$ cat config.mk
export PLATFORM = sky130hd
export DESIGN_NAME = rwlf_mul
export DESIGN_NICKNAME = d
export VERILOG_FILES = /design/src/rtl/rwlf_pkg.sv /design/src/rtl/rwlf_mul.sv
export SDC_FILE = /design/constraint.sdc
export NUM_CORES = 2
export LEC_CHECK = 0
export BUFFER_PORTS_ARGS = -buffer_cell sky130_fd_sc_hd__buf_2
export CORE_UTILIZATION = 55
export CTS_BUF_LIST = sky130_fd_sc_hd__clkbuf_8 sky130_fd_sc_hd__clkbuf_16
export DETAILED_ROUTE_END_ITERATION = 16
export MAX_ROUTING_LAYER = met4
export PLACE_DENSITY = 0.76
export SETUP_SLACK_MARGIN = 0.1
export SLEW_MARGIN = 15
export SYNTH_ARGS = -nofsm -noshare
export SYNTH_HDL_FRONTEND = slang
export SYNTH_SLANG_ARGS = --single-unit
$ cat constraint.sdc
create_clock -name clk -period 17.75 [get_ports clk]
set_clock_uncertainty 0.1 [all_clocks]
set_input_delay 0.8875 -clock clk [delete_from_list [all_inputs] [get_ports clk]]
set_output_delay 0.8875 -clock clk [all_outputs]
set_load 0.005 [all_outputs]
$ cat src/rtl/rwlf_pkg.sv
// Shared constants, types and helper functions for the robust weighted line fit.
// No dependencies; every rwlf module but rwlf_ram imports this package.
package rwlf_pkg;

	localparam int MAX_POINTS = 1024;
	localparam int IDX_W      = $clog2(MAX_POINTS);
	localparam int CNT_W      = $clog2(MAX_POINTS + 1);

	localparam int VAL_W   = 32;
	localparam int WGT_W   = 24;
	localparam int CFG_W   = 4;
	localparam int IN_W    = 88;
	localparam int OUT_W   = 64;
	localparam int SW_W    = WGT_W + CNT_W;
	localparam int ACC_W   = 128;
	localparam int DIV_W   = 128;
	localparam int ITER_W  = 8;
	localparam int MUL_W   = 33;
	localparam int PROD_W  = 2 * MUL_W;
	localparam int F_W     = 50;
	localparam int SCALE_W = VAL_W + 3;
	localparam int PH_W    = 4;

	localparam logic [CFG_W-1:0]  RESET_PASSES = CFG_W'(3);
	localparam logic [ITER_W-1:0] ITER_FULL    = ITER_W'(DIV_W);
	localparam logic [ITER_W-1:0] ITER_FRAC    = ITER_W'(64);

	typedef enum logic [10:0] {
		ST_IDLE  = 11'b000_0000_0001,
		ST_SUM   = 11'b000_0000_0010,
		ST_MEAN  = 11'b000_0000_0100,
		ST_VAR   = 11'b000_0000_1000,
		ST_SLOPE = 11'b000_0001_0000,
		ST_ICPT  = 11'b000_0010_0000,
		ST_RESID = 11'b000_0100_0000,
		ST_MSTEP = 11'b000_1000_0000,
		ST_MCNT  = 11'b001_0000_0000,
		ST_BISQ  = 11'b010_0000_0000,
		ST_DONE  = 11'b100_0000_0000
	} state_t;

	typedef struct packed {
		logic              start;
		logic [DIV_W-1:0]  num;
		logic [DIV_W-1:0]  den;
		logic [ITER_W-1:0] iters;
	} div_req_t;

	typedef struct packed {
		logic              busy;
		logic              done;
		logic [VAL_W-1:0]  quo;
		logic              ovf;
	} div_rsp_t;

	function automatic logic [VAL_W-1:0] abs32(input logic [VAL_W-1:0] v);
		return v[VAL_W-1] ? (~v + VAL_W'(1)) : v;
	endfunction

	// signed quotient from magnitude quotient, saturated to 32 bits
	function automatic logic [VAL_W-1:0] div_sat(input logic neg, input logic [VAL_W-1:0] quo,
		input logic ovf);
		if (ovf || quo[VAL_W-1]) begin
			return neg ? 32'h8000_0000 : 32'h7FFF_FFFF;
		end
		return neg ? (~quo + VAL_W'(1)) : quo;
	endfunction

	function automatic logic [VAL_W-1:0] sat_f(input logic [F_W-1:0] v);
		if (&v[F_W-1:VAL_W-1] || ~|v[F_W-1:VAL_W-1]) begin
			return v[VAL_W-1:0];
		end
		return v[F_W-1] ? 32'h8000_0000 : 32'h7FFF_FFFF;
	endfunction

	function automatic logic [F_W-1:0] sext_f(input logic [VAL_W-1:0] v);
		return {{(F_W-VAL_W){v[VAL_W-1]}}, v};
	endfunction

endpackage

$ cat src/rtl/rwlf_mul.sv
// Shared unsigned multiplier with a registered product.
// Depends on rwlf_pkg for operand widths.
module rwlf_mul import rwlf_pkg::*; (
	input  logic              clk,
	input  logic [MUL_W-1:0]  a,
	input  logic [MUL_W-1:0]  b,
	output logic [PROD_W-1:0] p
);

	always_ff @(posedge clk) begin
		p <= PROD_W'(a) * PROD_W'(b);
	end

endmodule

== After elaboration in Yosys (flattened, before gate mapping) ==
Index checks and enable logic that the tools add are counted.

* Logic and storage cells: 2
* Register bits after elaboration: 66
* Input port bits: 67

* Multipliers: 1

{| class="wikitable"
|+ Operators with widths
! kind !! count
|-
| 33-bit by 33-bit multiplier with 66-bit output || 1
|}

== Logic depth before layout (Yosys ltp) ==
* Depth after elaboration: 1
* Mapped depth: 30
* Mapped depth without buffers: 28

== Least setup slack after synthesis ==
No wires, ideal clock.

* Path type: input -> register
* Start: input port b[0]
* End: register p[58]
* Buffers on the path: 2
* Stages: 28
* Setup slack: 9.659 ns
* Required time: 17.578 ns
* Arrival time: 7.920 ns
* Cell sequence: clkbuf_1 -> and2_1 -> fa_1 -> inv_1 -> fa_1 -> inv_1 -> fa_1 -> inv_1 -> fa_1 -> inv_1 -> fa_1 -> fa_1 -> fa_1 -> inv_1 -> fa_1 -> inv_1 -> ha_1 -> buf_2 -> nand2_1 -> or4_1 -> or3_1 -> o22ai_1 -> o211a_1 -> o21ai_2 -> nand3b_4 -> o31a_1 -> o21ai_2 -> xor2_1

* Cells in the longest elaborated chain, start to end: 1

{| class="wikitable"
|+ RTL lines
! element !! RTL line !! RTL
|-
| start, declared || rwlf_mul.sv:6 || <nowiki>input logic [MUL_W-1:0] b,</nowiki>
|-
| 33-bit by 33-bit multiplier with 66-bit output || rwlf_mul.sv:11 || <nowiki>p <= PROD_W'(a) * PROD_W'(b);</nowiki>
|-
| end signal, assigned || rwlf_mul.sv:11 ||
|-
| end, declared || rwlf_mul.sv:7 || <nowiki>output logic [PROD_W-1:0] p</nowiki>
|}

Every way passes these cells.

== Final worst setup path ==
* Start: input port b[9]
* End: register p[58]

The elaborated chain is that of the path after synthesis.

==> impl_metrics.yaml <==
synth:
  synthCells: 4048
  synth_top_cells_by_area: "fa_1 (52%), inv_1 (11%), and2_1 (9.8%)"
  synth_nets: 5338
  synth.most_common_cell: "inv_1"
  synth-seq-area-share_pct: 3.61
  synth_seq_cells: 66
  syn-mean-instance-area_um2: 9.04
  ys.flop_type: "dfxtp_1"
  ys_warn_count: 0
  syn-cell-area_um2: 36600
  ys_types: 57
  async_flop_share_pct: 0
  synth_area_leader_cell: "fa_1"
  synth.top_cell.area_share_pct: 52.4
  synth_edf_count: 0
  synthTopCellsByCount: "inv_1 (1048), fa_1 (958), and2_1 (574)"
timing:
  tns_ns: 0
  tightest_slew_ns: 0.925
  rsz0062_at_grt: "false"
  maxSlewViolCount: 0
  setup_viol: 0
  finalCritPeriodShare_pct: 49.6
  min_period_ns: 8.80
  whs_ns: 1.05
  final_hold_viol_count: 0
  max_freq_mhz: 114
  maxSlewHeadroom_pct: 38.3
detailed_routing:
  vias_per_cell: 5.43
  drt-met1-wl_mm: 33.4
  final_antenna_net_count: 0
  post_drt_wl_per_cell_um: 19.2
  vias: 26400
  route.met3.wl_mm: 6.28
  route.met2.wl_mm: 47.1
  drt_wl_total_mm: 93.4
  topRoutingLayerUsed: "met4"
  drc: 0
  drt_iter0_drc: 1514
  dr.pass1.iters: 6
placement:
  place_area_um2: 37600
  dp_hpwl_mm: 74.8
  gp_congestion: 0.939
  port_buffers: 132
floorplanning:
  initial_core_util_pct: 55.6
  die_area_um2: 67600
  die_w_um: 260
  io_pins: 133
  core.rowCount: 94
  die_h_um: 260
  core_um2: 65900
worst_setup_path:
  crit_top_cell: "fa_1"
  criticalPathCategory: "input port to register"
  crit_path_start: "b[9]"
  cp_slowest_cell: "buf_2"
  crit_path_max_fanout: 33
  slowest_delay_ns: 0.64
  cp.required_ns: 17.92
  end_kind: "register"
  start_kind: "input port"
  cp.arrival_ns: 8.97
  crit_path_cell_trace: "buf_2 -> nand2_1 -> fa_1 -> fa_1 -> fa_1 -> fa_1 -> fa_1 -> inv_1 -> fa_1 -> fa_1 -> inv_1 -> fa_1 -> inv_1 -> ha_1 -> nand2_1 -> or4_1 -> or3_1 -> o22ai_1 -> o211a_1 -> o21ai_2 -> nand3b_4 -> o31a_1 -> o21ai_2 -> xor2_1"
global_route:
  grt_max_degree: 34
  grt_pass1_wl_mm: 152
  grt_pass1_vias: 29200
  grt.overflow.total: 0
  grt_antenna_before_repair: 7
  grt_usage_pct: 30.2
clock_tree:
  htree_levels: 3
  cts_tree: "done"
  cts_hold_buf: 0
  cts_buffers: 9
  clkSlewWorstSetupHoldPaths_ns: 0.06
  cts_buffer_depth: 2
  cts_setup_buffers: 0
  cts-resized-gates: 0
  cts.sinks: 66
  cts_root_buf: "clkbuf_16"
job:
  maxCapViolCount: 0
cells_and_area:
  nFillCells: 5686
  area.sequential_um2: 1320
  nNetsFinal: 5281
  fin_area_um2: 37900
  largestRegisters: "p (66)"
  multi_input_area_um2: 30600
  largest_reg_flops: 66
  postLayoutCoreUtil_pct: 57.6
  drive_gt1_share_pct: 4.11
  top_register: "p"
  area_delta_synth_final_pct: 3.66
min_path:
  holdCritStartpoint: "a[0]"
  hold_depth: 3
  hold_path_class: "input port to register"
run_status:
  status: "finished, final reports clean"
## cell families (layout without fill, tap and decap cells)
family / after synthesis / count (layout) / synth area share, %
fa+ha+maj: 1223 / 1223 / 61.5
buf+inv: 1260 / 1207 / 12.9
other cells: 0 / 6 / 0
xor+xnor: 65 / 65 / 1.56
simple gates: 1233 / 1233 / 17.0
compound gates: 201 / 201 / 3.45
flops: 66 / 66 / 3.61
## cell type report
cell class / instances / share of cell area [%]
well taps: 864 / 2.85
clock buffers: 10 / 0.630
multi-input cells: 2722 / 80.5
clock inverters: 5 / 0.145
repair buffers: 143 / 1.96
diodes: 6 / 0.0396
flip-flops and latches: 66 / 3.48
inverters: 1049 / 10.4
## cell usage in the layout (no fill, tap or decap), types with 3 or more instances in the layout
cell          n
a211oi_1      5
a21boi_1      3
a21o_1       31
a21oi_1      73
a31oi_1       6
and2_1      574
and3_1        7
and4_1        4
buf_2       132
buf_4        11
clkbuf_16     9
dfxtp_1      66
diode_2       6
fa_1        958
ha_1        265
inv_1      1048
nand2_1     567
nand3_1      10
nand4_1      16
nor2_1       33
nor2b_1       6
nor3_1        4
o21a_1        7
o21ai_0      15
o21ai_1      23
o21bai_1      8
o31ai_1       3
xnor2_1      41
xor2_1       24
## critical path: cells and delay by family
family | cells | cell delay, ns
xor+xnor | 1 | 0.14
buf+inv | 4 | 0.78
compound gates | 5 | 1.18
fa+ha+maj | 9 | 4.56
simple gates | 5 | 1.39
## through the flow
stage	std cells	setup slack, ns
2_1_floorplan	4048	9.66
3_3_place_gp	4844	8.79
3_5_place_dp	4844	8.69
4_1_cts	4859	9.07
5_1_grt	4864	8.68
6_report	4865	8.95
## path summary, 6_finish.rpt
check	endpoint	slack, ns
setup / recovery	p[58]$_DFF_P_	8.95
hold / removal	p[0]$_DFF_P_	1.05
## metal layers
layer	up-vias	GRT usage (%)
li1	11400	-
met1	13600	34.6
met2	1116	51.0
met3	307	3.95
met4	0	17.3
met5	-	-
Power is not shown: default switching activity piles up to over one toggle a cycle in this logic, so the estimate is an artifact.
