## config.mk

```make
export PLATFORM = sky130hd
export DESIGN_NAME = rwlf_div
export DESIGN_NICKNAME = d
export VERILOG_FILES = /design/src/rtl/rwlf_pkg.sv /design/src/rtl/rwlf_div.sv
export SDC_FILE = /design/constraint.sdc
export NUM_CORES = 1
export LEC_CHECK = 0
export BUFFER_PORTS_ARGS = -buffer_cell sky130_fd_sc_hd__clkbuf_2
export CORE_UTILIZATION = 60
export DETAILED_ROUTE_END_ITERATION = 10
export PLACE_DENSITY_LB_ADDON = 0.25
export SYNTH_ARGS = -nofsm -noshare
export SYNTH_HDL_FRONTEND = slang
export SYNTH_SLANG_ARGS = --single-unit
```

## constraint.sdc

```tcl
create_clock -name clk -period 7.5 [get_ports clk]
set_clock_uncertainty 0.15 [all_clocks]
set_input_delay 1.5 -clock clk [delete_from_list [all_inputs] [get_ports clk]]
set_output_delay 1.5 -clock clk [all_outputs]
set_load 0.1 [all_outputs]
```

## src/rtl/rwlf_pkg.sv

```systemverilog
// Shared constants, types and helper functions for the robust weighted line fit.
// No dependencies; every rwlf module but rwlf_ram imports this package.
package rwlf_pkg;

	localparam int MAX_POINTS = 1024;
	localparam int IDX_W      = $clog2(MAX_POINTS);
	localparam int CNT_W      = $clog2(MAX_POINTS + 1);

	localparam int VAL_W   = 32;
	localparam int WGT_W   = 24;
	localparam int CFG_W   = 4;
	localparam int IN_W    = 88;
	localparam int OUT_W   = 64;
	localparam int SW_W    = WGT_W + CNT_W;
	localparam int ACC_W   = 128;
	localparam int DIV_W   = 128;
	localparam int ITER_W  = 8;
	localparam int MUL_W   = 33;
	localparam int PROD_W  = 2 * MUL_W;
	localparam int F_W     = 50;
	localparam int SCALE_W = VAL_W + 3;
	localparam int PH_W    = 4;

	localparam logic [CFG_W-1:0]  RESET_PASSES = CFG_W'(3);
	localparam logic [ITER_W-1:0] ITER_FULL    = ITER_W'(DIV_W);
	localparam logic [ITER_W-1:0] ITER_FRAC    = ITER_W'(64);

	typedef enum logic [10:0] {
		ST_IDLE  = 11'b000_0000_0001,
		ST_SUM   = 11'b000_0000_0010,
		ST_MEAN  = 11'b000_0000_0100,
		ST_VAR   = 11'b000_0000_1000,
		ST_SLOPE = 11'b000_0001_0000,
		ST_ICPT  = 11'b000_0010_0000,
		ST_RESID = 11'b000_0100_0000,
		ST_MSTEP = 11'b000_1000_0000,
		ST_MCNT  = 11'b001_0000_0000,
		ST_BISQ  = 11'b010_0000_0000,
		ST_DONE  = 11'b100_0000_0000
	} state_t;

	typedef struct packed {
		logic              start;
		logic [DIV_W-1:0]  num;
		logic [DIV_W-1:0]  den;
		logic [ITER_W-1:0] iters;
	} div_req_t;

	typedef struct packed {
		logic              busy;
		logic              done;
		logic [VAL_W-1:0]  quo;
		logic              ovf;
	} div_rsp_t;

	function automatic logic [VAL_W-1:0] abs32(input logic [VAL_W-1:0] v);
		return v[VAL_W-1] ? (~v + VAL_W'(1)) : v;
	endfunction

	// signed quotient from magnitude quotient, saturated to 32 bits
	function automatic logic [VAL_W-1:0] div_sat(input logic neg, input logic [VAL_W-1:0] quo,
		input logic ovf);
		if (ovf || quo[VAL_W-1]) begin
			return neg ? 32'h8000_0000 : 32'h7FFF_FFFF;
		end
		return neg ? (~quo + VAL_W'(1)) : quo;
	endfunction

	function automatic logic [VAL_W-1:0] sat_f(input logic [F_W-1:0] v);
		if (&v[F_W-1:VAL_W-1] || ~|v[F_W-1:VAL_W-1]) begin
			return v[VAL_W-1:0];
		end
		return v[F_W-1] ? 32'h8000_0000 : 32'h7FFF_FFFF;
	endfunction

	function automatic logic [F_W-1:0] sext_f(input logic [VAL_W-1:0] v);
		return {{(F_W-VAL_W){v[VAL_W-1]}}, v};
	endfunction

endpackage

```

## src/rtl/rwlf_div.sv

```systemverilog
// Shared restoring divider, one quotient bit per cycle, 32-bit quotient plus overflow.
// Depends on rwlf_pkg for the request and response structs.
module rwlf_div import rwlf_pkg::*; (
	input  logic     clk,
	input  logic     arst_n,
	input  div_req_t req,
	output div_rsp_t rsp
);

	logic              busy_q, done_q;
	logic [ITER_W-1:0] cnt_q;
	logic [DIV_W-1:0]  num_q, den_q, rem_q;
	logic [VAL_W-1:0]  quo_q;
	logic              ovf_q;
	logic [DIV_W:0]    rem_sh, rem_df;
	logic              ge;

	always_comb begin
		rem_sh = {rem_q, num_q[DIV_W-1]};
		rem_df = rem_sh - {1'b0, den_q};
		ge     = !rem_df[DIV_W];
	end

	always_ff @(posedge clk or negedge arst_n) begin
		if (!arst_n) begin
			busy_q <= 1'b0;
			done_q <= 1'b0;
			cnt_q  <= '0;
		end else begin
			done_q <= 1'b0;
			if (req.start) begin
				busy_q <= 1'b1;
				cnt_q  <= req.iters;
			end else if (busy_q) begin
				cnt_q <= cnt_q - ITER_W'(1);
				if (cnt_q == ITER_W'(1)) begin
					busy_q <= 1'b0;
					done_q <= 1'b1;
				end
			end
		end
	end

	always_ff @(posedge clk) begin
		if (req.start) begin
			num_q <= req.num;
			den_q <= req.den;
			rem_q <= '0;
			quo_q <= '0;
			ovf_q <= 1'b0;
		end else if (busy_q) begin
			num_q <= {num_q[DIV_W-2:0], 1'b0};
			rem_q <= ge ? rem_df[DIV_W-1:0] : rem_sh[DIV_W-1:0];
			quo_q <= {quo_q[VAL_W-2:0], ge};
			ovf_q <= ovf_q | quo_q[VAL_W-1];
		end
	end

	assign rsp = '{busy: busy_q, done: done_q, quo: quo_q, ovf: ovf_q};

endmodule

```

* Word-level counts from Yosys, hierarchy flattened *
Cells that the tools add are included.

word-level totals
  register bits = 427
  latch bits = 0
  memory bits (writable) = 0
  ROM bits = 0
  input port bits = 267
  memories = 0

operators by class
  add/sub/neg operators = 2
  multiply operators = 0
  div/mod/pow operators = 0
  $lt $le $gt $ge = 0
  equal/unequal tests = 1
  shift operators = 0
  muxes and demuxes = 11
  bitwise operators = 1
  reductions and logical operators = 2

operator list
  cell                                                                    count
  128-bit 2-to-1 mux                                                      3
  129-bit by 128-bit subtractor with 129-bit output                       1
  8-bit 2-to-1 mux                                                        2
  8-bit by 1-bit equality test with 1-bit output (second input constant)  1
  8-bit by 1-bit subtractor with 8-bit output (second input constant)     1
  1-bit 2-to-1 mux                                                        6
  2-bit nonzero test                                                      1
  1-bit zero test                                                         1
  1-bit bitwise OR                                                        1

* Logic depth before layout (Yosys ltp) *
Gate-level depths: netlist of the first run.

  depth in word-level cells = 4
  gate-level depth with buffers = 17

* Worst setup path before layout of the first run *
Ideal clock, no wire load.

  kind = input-to-reg
  from = input req[264] (netlist name)
  to = register num_q[0], enable pin
  data arrival time = 4,472 ps
  data required time = 6,870 ps
  slack = 2,397 ps
  stages = 4
  cell sequence = clkbuf_1 > nor2_1 > clkbuf_1 > inv_1

between the ends
  longest elaborated chain between the ends = 1

RTL lines
  element                              line            source
  start, declared                      rwlf_div.sv:6   input div_req_t req,
  2-bit nonzero test (no source line)  -
  end signal, assigned                 rwlf_div.sv:46  num_q <= req.num;
  end signal, assigned                 rwlf_div.sv:52  num_q <= {num_q[DIV_W-2:0], 1'b0};
  end, declared                        rwlf_div.sv:12  logic [DIV_W-1:0] num_q, den_q, rem_q;

No other way between the ends.
A chain may end at the register's enable or synchronous reset.

* Worst setup path after layout of the first run *
  from = register num_q[127]
  to = register rem_q[127]

between the ends
  longest elaborated chain between the ends = 2

RTL lines
  element                                            line            source
  129-bit by 128-bit subtractor with 129-bit output  rwlf_div.sv:20  rem_df = rem_sh - {1'b0, den_q};
  128-bit 2-to-1 mux                                 rwlf_div.sv:53  rem_q <= ge ? rem_df[DIV_W-1:0] : rem_sh[DIV_W-1:0];
  end signal, assigned                               rwlf_div.sv:53
  end, declared                                      rwlf_div.sv:12

No other way between the ends.

==> run metrics, run 1 <==
status finished clean; first-pass GRT wire length 117000 um; dpl hpwl 54700 um; Initial Util 0.611; Final Max Slew Viols 0; Mapped Nets 3201; Synth cell types 79; Area Overhead vs Synth 12.1%; # clock sinks 427; post-route ant nets 0; hold-critical path depth 2; Post-synth ARST share 0.0234; CTS resizes 0; Max FO, Critical Path 42; Leak 12.3 nW; max_slew headroom 0.146; DRT Wirelength 75100 um; latest clock arrival within the worst-skew pair 0.61 ns; top cell type by total area after synthesis edfxtp_1; initial antenna violation count 0; crit share post-route 0.710; final net count 3384; placed cells 3478; Post-synth top cells 334 x nand2_1, 270 x nor2_1, 256 x edfxtp_1; routed len/inst 21.1 um; Cell Area, Synth 25800 um^2; Post-Synthesis Cells 2803; total track usage 0.337; setup repair after global routing missed its margin no; Final setup viols 0; Vias per Instance 6.25; Synth top area share 0.298; First-pass DRT Iterations 5; via count 22.3k; worst-margin pin slew 1.28 ns; Post-synth EDFFs 256; clock buffer depth 3; Seq/Total Area, Yosys 0.432; die width 209 um; Worst Reg-to-Reg Cells 14; residual overflow from global routing 0; # IOs 302; Rows 75; post-route insts no fill 3560; fin util 0.685; Synth area leaders edfxtp_1 30%, dfxtp_1 12%, ha_1 6.3%; setup tns final 0 ns; DP Worst Slack 2.24 ns; post-route minimum period 5.32 ns; multi-input logic area 13300 um^2; synth warn 0; Syn Area/Cell 9.21 um^2; DRC errors left 0; final worst slack 2.18 ns; most common cell in the netlist nand2_1; met3 wire len 6260 um; CP Data Required Time 7.86 ns; Clock Pin Slew Worst Setup and Hold Paths 0.07 ns; First DRT Iteration DRCs 2038; Max-cap violations 0; CTS tree built; vias in the first global route 21.3k; startpoint types flip-flop; total CTS buffers 45; PD cells 357 nW/um^2; GP Congestion 0.979; largest net degree at the start of global routing 243; Crit Path Class flip-flop to flip-flop; I/O Buffers 301; Filler cells 3285; final hold vios 0; Die Ht 209 um; layout cells sized above 1 0.177; WHS 0.344 ns; hold buffers post-CTS 0; Placeable Area 42200 um^2; Worst VDD drop 0.241 mV; WP data arrival 5.68 ns; Clock Tree Root clkbuf_16; Top FF cell, synth edfxtp_1; Min-Delay Path Class flip-flop to flip-flop; die area 43900 um^2; Crit. End Element flip-flop; DR top layer met4; FF+latch count, synth 427; wire length on met2 34600 um; register area 11200 um^2; achievable frequency 188 MHz; H-tree depth 2; total setup buffers inserted after CTS 0; M1 wire length 32300 um
[metal layers]
| layer | track usage | up-vias |
|---|---|---|
| met1 | 0.454 | 10629 |
| met2 | 0.549 | 921 |
| met4 | 0.0996 | 0 |
| met3 | 0.0681 | 121 |
| met5 | 0 | - |
| li1 | - | 10584 |
[layout by cell type, fill, tap and decap left out, types with 67 or more instances in the layout]
cell type	count
nand2_1	334
clkbuf_2	300
nor2_1	268
edfxtp_1	256
a21oi_1	216
inv_1	167
dfxtp_1	161
o21ai_0	149
mux2_2	130
ha_1	130
a311oi_1	88
nand4_1	79
xnor2_1	75
a21o_1	67
[power breakdown]
group	leakage (nW)	total [mW]	switching [mW]	internal [mW]
clock network	0.732	2.30	0.981	1.32
logic	7.57	4.76	3.03	1.73
registers	4.03	3.28	0.326	2.95
total	12.3	10.3	4.34	6.01
[registers in the layout, indices dropped and copies added (netlist names)]
signal,cells
num_q,128
rem_q,128
ovf_q,1
busy_q,1
den_q,128
done_q,1
quo_q,32
cnt_q,8
[logic make-up (layout without fill, tap and decap cells)]
group,after synthesis,after routing,share of synthesized area
and+or+nand+nor,859,859,0.148
AOI/OAI and AO/OA,756,756,0.193
DFF,427,427,0.432
buffers and inverters,346,563,0.0524
muxes,170,170,0.0722
adders and majority gates,131,131,0.0638
xor gates and xnor gates,114,114,0.0387
other,0,1,0
[path summary, 6_finish.rpt]
kind                             from    endpoint  slack, ns
setup / recovery           num_q[127]  rem_q[127]       2.18
hold / removal             rem_q[117]  rem_q[117]       0.34
setup reg to reg           num_q[127]  rem_q[127]       2.18
hold reg to reg            rem_q[117]  rem_q[117]       0.34
max in group asynchronous      arst_n      busy_q       6.35
min in group asynchronous      arst_n    cnt_q[0]       0.61
[critical path, cell delays in order, from the launching register on]
cell and delay, ns:
edfxtp_1 0.34, inv_1 0.04, ha_1 0.22, fa_1 0.41, and2b_1 0.27, o2111ai_2 0.16
a211o_1 0.36, a211o_1 0.26, o211a_2 0.18, o31ai_4 0.26, o211ai_1 0.16, and3_4 0.27
nor2_4 0.97, nand2_1 0.73, o32ai_1 0.42
[layout make-up]
class	count	area share
diodes	1	0.0000865
clock buffers	59	0.0418
clock inverters	22	0.0104
inverters	169	0.0220
multi-input cells	2030	0.460
flip-flops and latches	427	0.386
well taps	539	0.0233
repair buffers	313	0.0564
[through the flow]
stage | instance area, um^2 | power (mW)
detailed placement | 27400 | 7.93
global route | 28900 | 10.9
CTS | 28900 | 10.3
floorplan | 25800 | 6.72
global placement | 27400 | 7.85
finish | 28900 | 10.3
No activity file was read; power rests on OpenSTA's default activity.
==> inputs of run 2 (changes only) <==
--- a/config.mk
+++ b/config.mk
@@ -5,6 +5,7 @@
 export SDC_FILE = /design/constraint.sdc
 export NUM_CORES = 1
 export LEC_CHECK = 0
+export ABC_AREA = 1
 export BUFFER_PORTS_ARGS = -buffer_cell sky130_fd_sc_hd__clkbuf_2
 export CORE_UTILIZATION = 60
 export DETAILED_ROUTE_END_ITERATION = 10
==> constraint.sdc (replaced) <==
create_clock -name clk -period 5.5 [get_ports clk]
set_clock_uncertainty 0.15 [all_clocks]
set_input_delay 1.1 -clock clk [delete_from_list [all_inputs] [get_ports clk]]
set_output_delay 1.1 -clock clk [all_outputs]
set_load 0.1 [all_outputs]
==> run metrics, run 2 <==
achievable frequency 242 MHz (was 188 MHz); final net count 5799 (was 3384); Post-Synthesis Cells 5132 (was 2803); CP Data Required Time 5.89 ns (was 7.86 ns); Die Ht 231 um (was 209 um); post-route ant nets 0 (unchanged); latest clock arrival within the worst-skew pair 0.62 ns (was 0.61 ns); Clock Pin Slew Worst Setup and Hold Paths 0.06 ns (was 0.07 ns); worst-margin pin slew 1.05 ns (was 1.28 ns); final hold vios 0 (unchanged); Largest stage delay, worst path 0.52 ns (was 0.97 ns); dpl hpwl 88200 um (was 54700 um); Mapped Nets 5530 (was 3201); Pwr Total 7.46 mW (was 10.3 mW); Synth top area share 0.298 (about the same); commonest non-fill, non-tap cell in the layout nand2_1 (unchanged); Min-Delay Path Class primary input to async pin (was flip-flop to flip-flop); max_slew headroom 0.298 (was 0.146); Leak 20.4 nW (was 12.3 nW); status finished clean (unchanged); Post-synth top cells 2490 x nand2_1, 1062 x inv_1, 298 x nor2_1 (was 334 x nand2_1, 270 x nor2_1, 256 x edfxtp_1); GP Congestion 1.14 (was 0.979); CTS resizes 0 (unchanged); Synth cell types 47 (was 79); # clock sinks 427 (unchanged); DRC errors left 0 (unchanged); Area Overhead vs Synth 11.0% (was 12.1%); Clock Tree Root clkbuf_16 (unchanged); WHS 0.212 ns (was 0.344 ns); hold buffers post-CTS 0 (unchanged); Max-cap violations 0 (unchanged); Initial Util 0.609 (was 0.611); most common cell in the netlist nand2_1 (unchanged); Max FO, Critical Path 48 (was 42); H-tree depth 2 (unchanged); Filler cells 4569 (was 3285); Syn Area/Cell 6.12 um^2 (was 9.21 um^2); residual overflow from global routing 0 (unchanged); Final Max Slew Viols 0 (unchanged); setup repair after global routing missed its margin no (unchanged); Post-synth EDFFs 256 (unchanged); commonest cells after routing, fill and taps aside 2490 x nand2_1, 1061 x inv_1, 300 x clkbuf_2, 296 x nor2_1, 256 x edfxtp_1 (was 334 x nand2_1, 300 x clkbuf_2, 268 x nor2_1, 256 x edfxtp_1, 216 x a21oi_1); Worst VDD drop 0.286 mV (was 0.241 mV); total track usage 0.411 (was 0.337); Crit Path Class flip-flop to flip-flop (unchanged); initial antenna violation count 3 (was 0); # IOs 302 (unchanged); Placeable Area 51500 um^2 (was 42200 um^2); Worst R2R End rem_q[18] (was rem_q[127]); Crit Reg-Reg Startpoint den_q[58] (was num_q[127]); WP data arrival 4.52 ns (was 5.68 ns); dpl cell area 33400 um^2 (was 27400 um^2); Seq/Total Area, Yosys 0.356 (was 0.432); flop2flop setup slack 1.37 ns (was 2.18 ns); First-pass DRT Iterations 7 (was 5); Top FF cell, synth edfxtp_1 (unchanged); FF+latch count, synth 427 (unchanged); post-layout instance area 34800 um^2 (was 28900 um^2); Synth area leaders nand2_1 30%, edfxtp_1 24%, inv_1 13% (was edfxtp_1 30%, dfxtp_1 12%, ha_1 6.3%); Post-synth ARST share 0.0234 (unchanged); DRT Wirelength 111000 um (was 75100 um); Final setup viols 0 (unchanged); die area 53200 um^2 (was 43900 um^2); clock buffer depth 3 (unchanged); crit path from den_q[58] (was num_q[127]); synth warn 0 (unchanged); die width 231 um (was 209 um); Vias per Instance 5.27 (was 6.25); PD cells 214 nW/um^2 (was 357 nW/um^2); startpoint types flip-flop (unchanged); crit share post-route 0.750 (was 0.710); top cell type by total area after synthesis nand2_1 (was edfxtp_1); First DRT Iteration DRCs 3238 (was 2038); largest net degree at the start of global routing 170 (was 243); total setup buffers inserted after CTS 0 (unchanged); setup tns final 0 ns (unchanged); CTS tree built (unchanged); first-pass GRT wire length 167000 um (was 117000 um); Crit. End Element flip-flop (unchanged); Rows 83 (was 75); layout cells sized above 1 0.0885 (was 0.177); fin util 0.676 (was 0.685); slowest CP cell buf_4 (was nor2_4); crit-path cells inv_1 -> ha_1 -> nand2_1 -> nor2_1 -> nand2_1 -> nor2_1 -> inv_1 -> nor2_1 -> nand2_2 -> nand2_4 -> nand2_4 -> nand2_4 -> nand2_4 -> nand2_4 -> buf_4 -> nand2_1 -> nand2_1 -> nand2_1 -> nand2_1 (was inv_1 -> ha_1 -> fa_1 -> and2b_1 -> o2111ai_2 -> a211o_1 -> a211o_1 -> o211a_2 -> o31ai_4 -> o211ai_1 -> and3_4 -> nor2_4 -> nand2_1 -> o32ai_1); Cell Area, Synth 31400 um^2 (was 25800 um^2); post-route minimum period 4.13 ns (was 5.32 ns); routed len/inst 18.1 um (was 21.1 um); I/O Buffers 301 (unchanged); CP dominant cell by count nand2_1 (was a211o_1); vias in the first global route 30.3k (was 21.3k); via count 32.2k (was 22.3k); total CTS buffers 44 (was 45); Worst Reg-to-Reg Cells 19 (was 14); Largest regs den_q: 128 flops, num_q: 128 flops, rem_q: 128 flops (unchanged)
==> run 2: cell types whose count changed in the layout (fill, tap and decap cells not counted), moves of 61 or more <==
cell,delta
o21ai_0,-131
inv_1,+894
nand3_1,+191
mux2_2,-130
a311oi_1,-88
nand2_1,+2156
a21o_1,-67
a21oi_1,-114
xnor2_1,-61
nand4_1,-61
==> run 2: power breakdown <==
group / internal [mW] / total, mW / leakage, nW / switching, mW
Sequential: 3.59 / 3.65 / 4.08 / 0.0613
Clock: 1.63 / 2.98 / 0.678 / 1.36
Combinational: 0.273 / 0.824 / 15.7 / 0.552
Total: 5.49 / 7.46 / 20.4 / 1.97
==> run 2: metal layers <==
| metal | up-vias | share of wire | track usage |
|---|---|---|---|
| met1 | 14512 | 0.40 | 0.541 |
| met4 | 4 | 0.047 | 0.177 |
| li1 | 15792 | - | - |
| met5 | - | 0.00025 | 0 |
| met2 | 1674 | 0.44 | 0.658 |
| met3 | 263 | 0.11 | 0.0781 |
==> run 2: cell families (layout without fill, tap and decap cells) <==
| group | after synthesis | after routing | synth area share |
|---|---|---|---|
| AND/OR/NAND/NOR | 3120 | 3120 | 0.392 |
| buffers and inverters | 1206 | 1510 | 0.149 |
| flip-flops | 427 | 427 | 0.356 |
| AO/OA/AOI/OAI | 181 | 181 | 0.0323 |
| adder cells (fa/ha/maj) | 131 | 131 | 0.0525 |
| XOR/XNOR | 67 | 67 | 0.0187 |
| other | 0 | 3 | 0 |
==> run 2: worst max-delay path, delay by kind of cell, from the launching register on <==
family        cells  cell delay (ns)
flops             1             0.32
buf+inv           3             0.70
simple gates     15             2.44
fa+ha+maj         1             0.37
==> run 2: final cells by class <==
type                    count  area [um^2]  share of cell area
diodes                      3         7.51            0.000216
clock buffers              62         1230              0.0353
clock inverters            19          176             0.00507
inverters                1113         4180               0.120
multi-input cells        3499        15600               0.447
flip-flops and latches    427        11200               0.320
well taps                 680          851              0.0244
repair buffers            316         1650              0.0475
==> run 2: metrics by stage <==
| stage | setup WS [ns] | cells |
|---|---|---|
| after CTS | 1.45 | 6116 |
| after floorplan | 0.136 | 5132 |
| final | 1.37 | 6119 |
| after global routing | 1.11 | 6119 |
| after detailed placement | 1.47 | 6035 |
| after global placement | 1.62 | 6035 |
==> run 2: worst max path at each step <==
stage,end,slack [ns],depth (start not counted)
after floorplan,num_q[0],0.14,4
after global placement,rem_q[24],1.62,23
after detailed placement,rem_q[18],1.47,23
after CTS,rem_q[18],1.45,23
after global routing,rem_q[9],1.11,22
final,rem_q[18],1.37,19
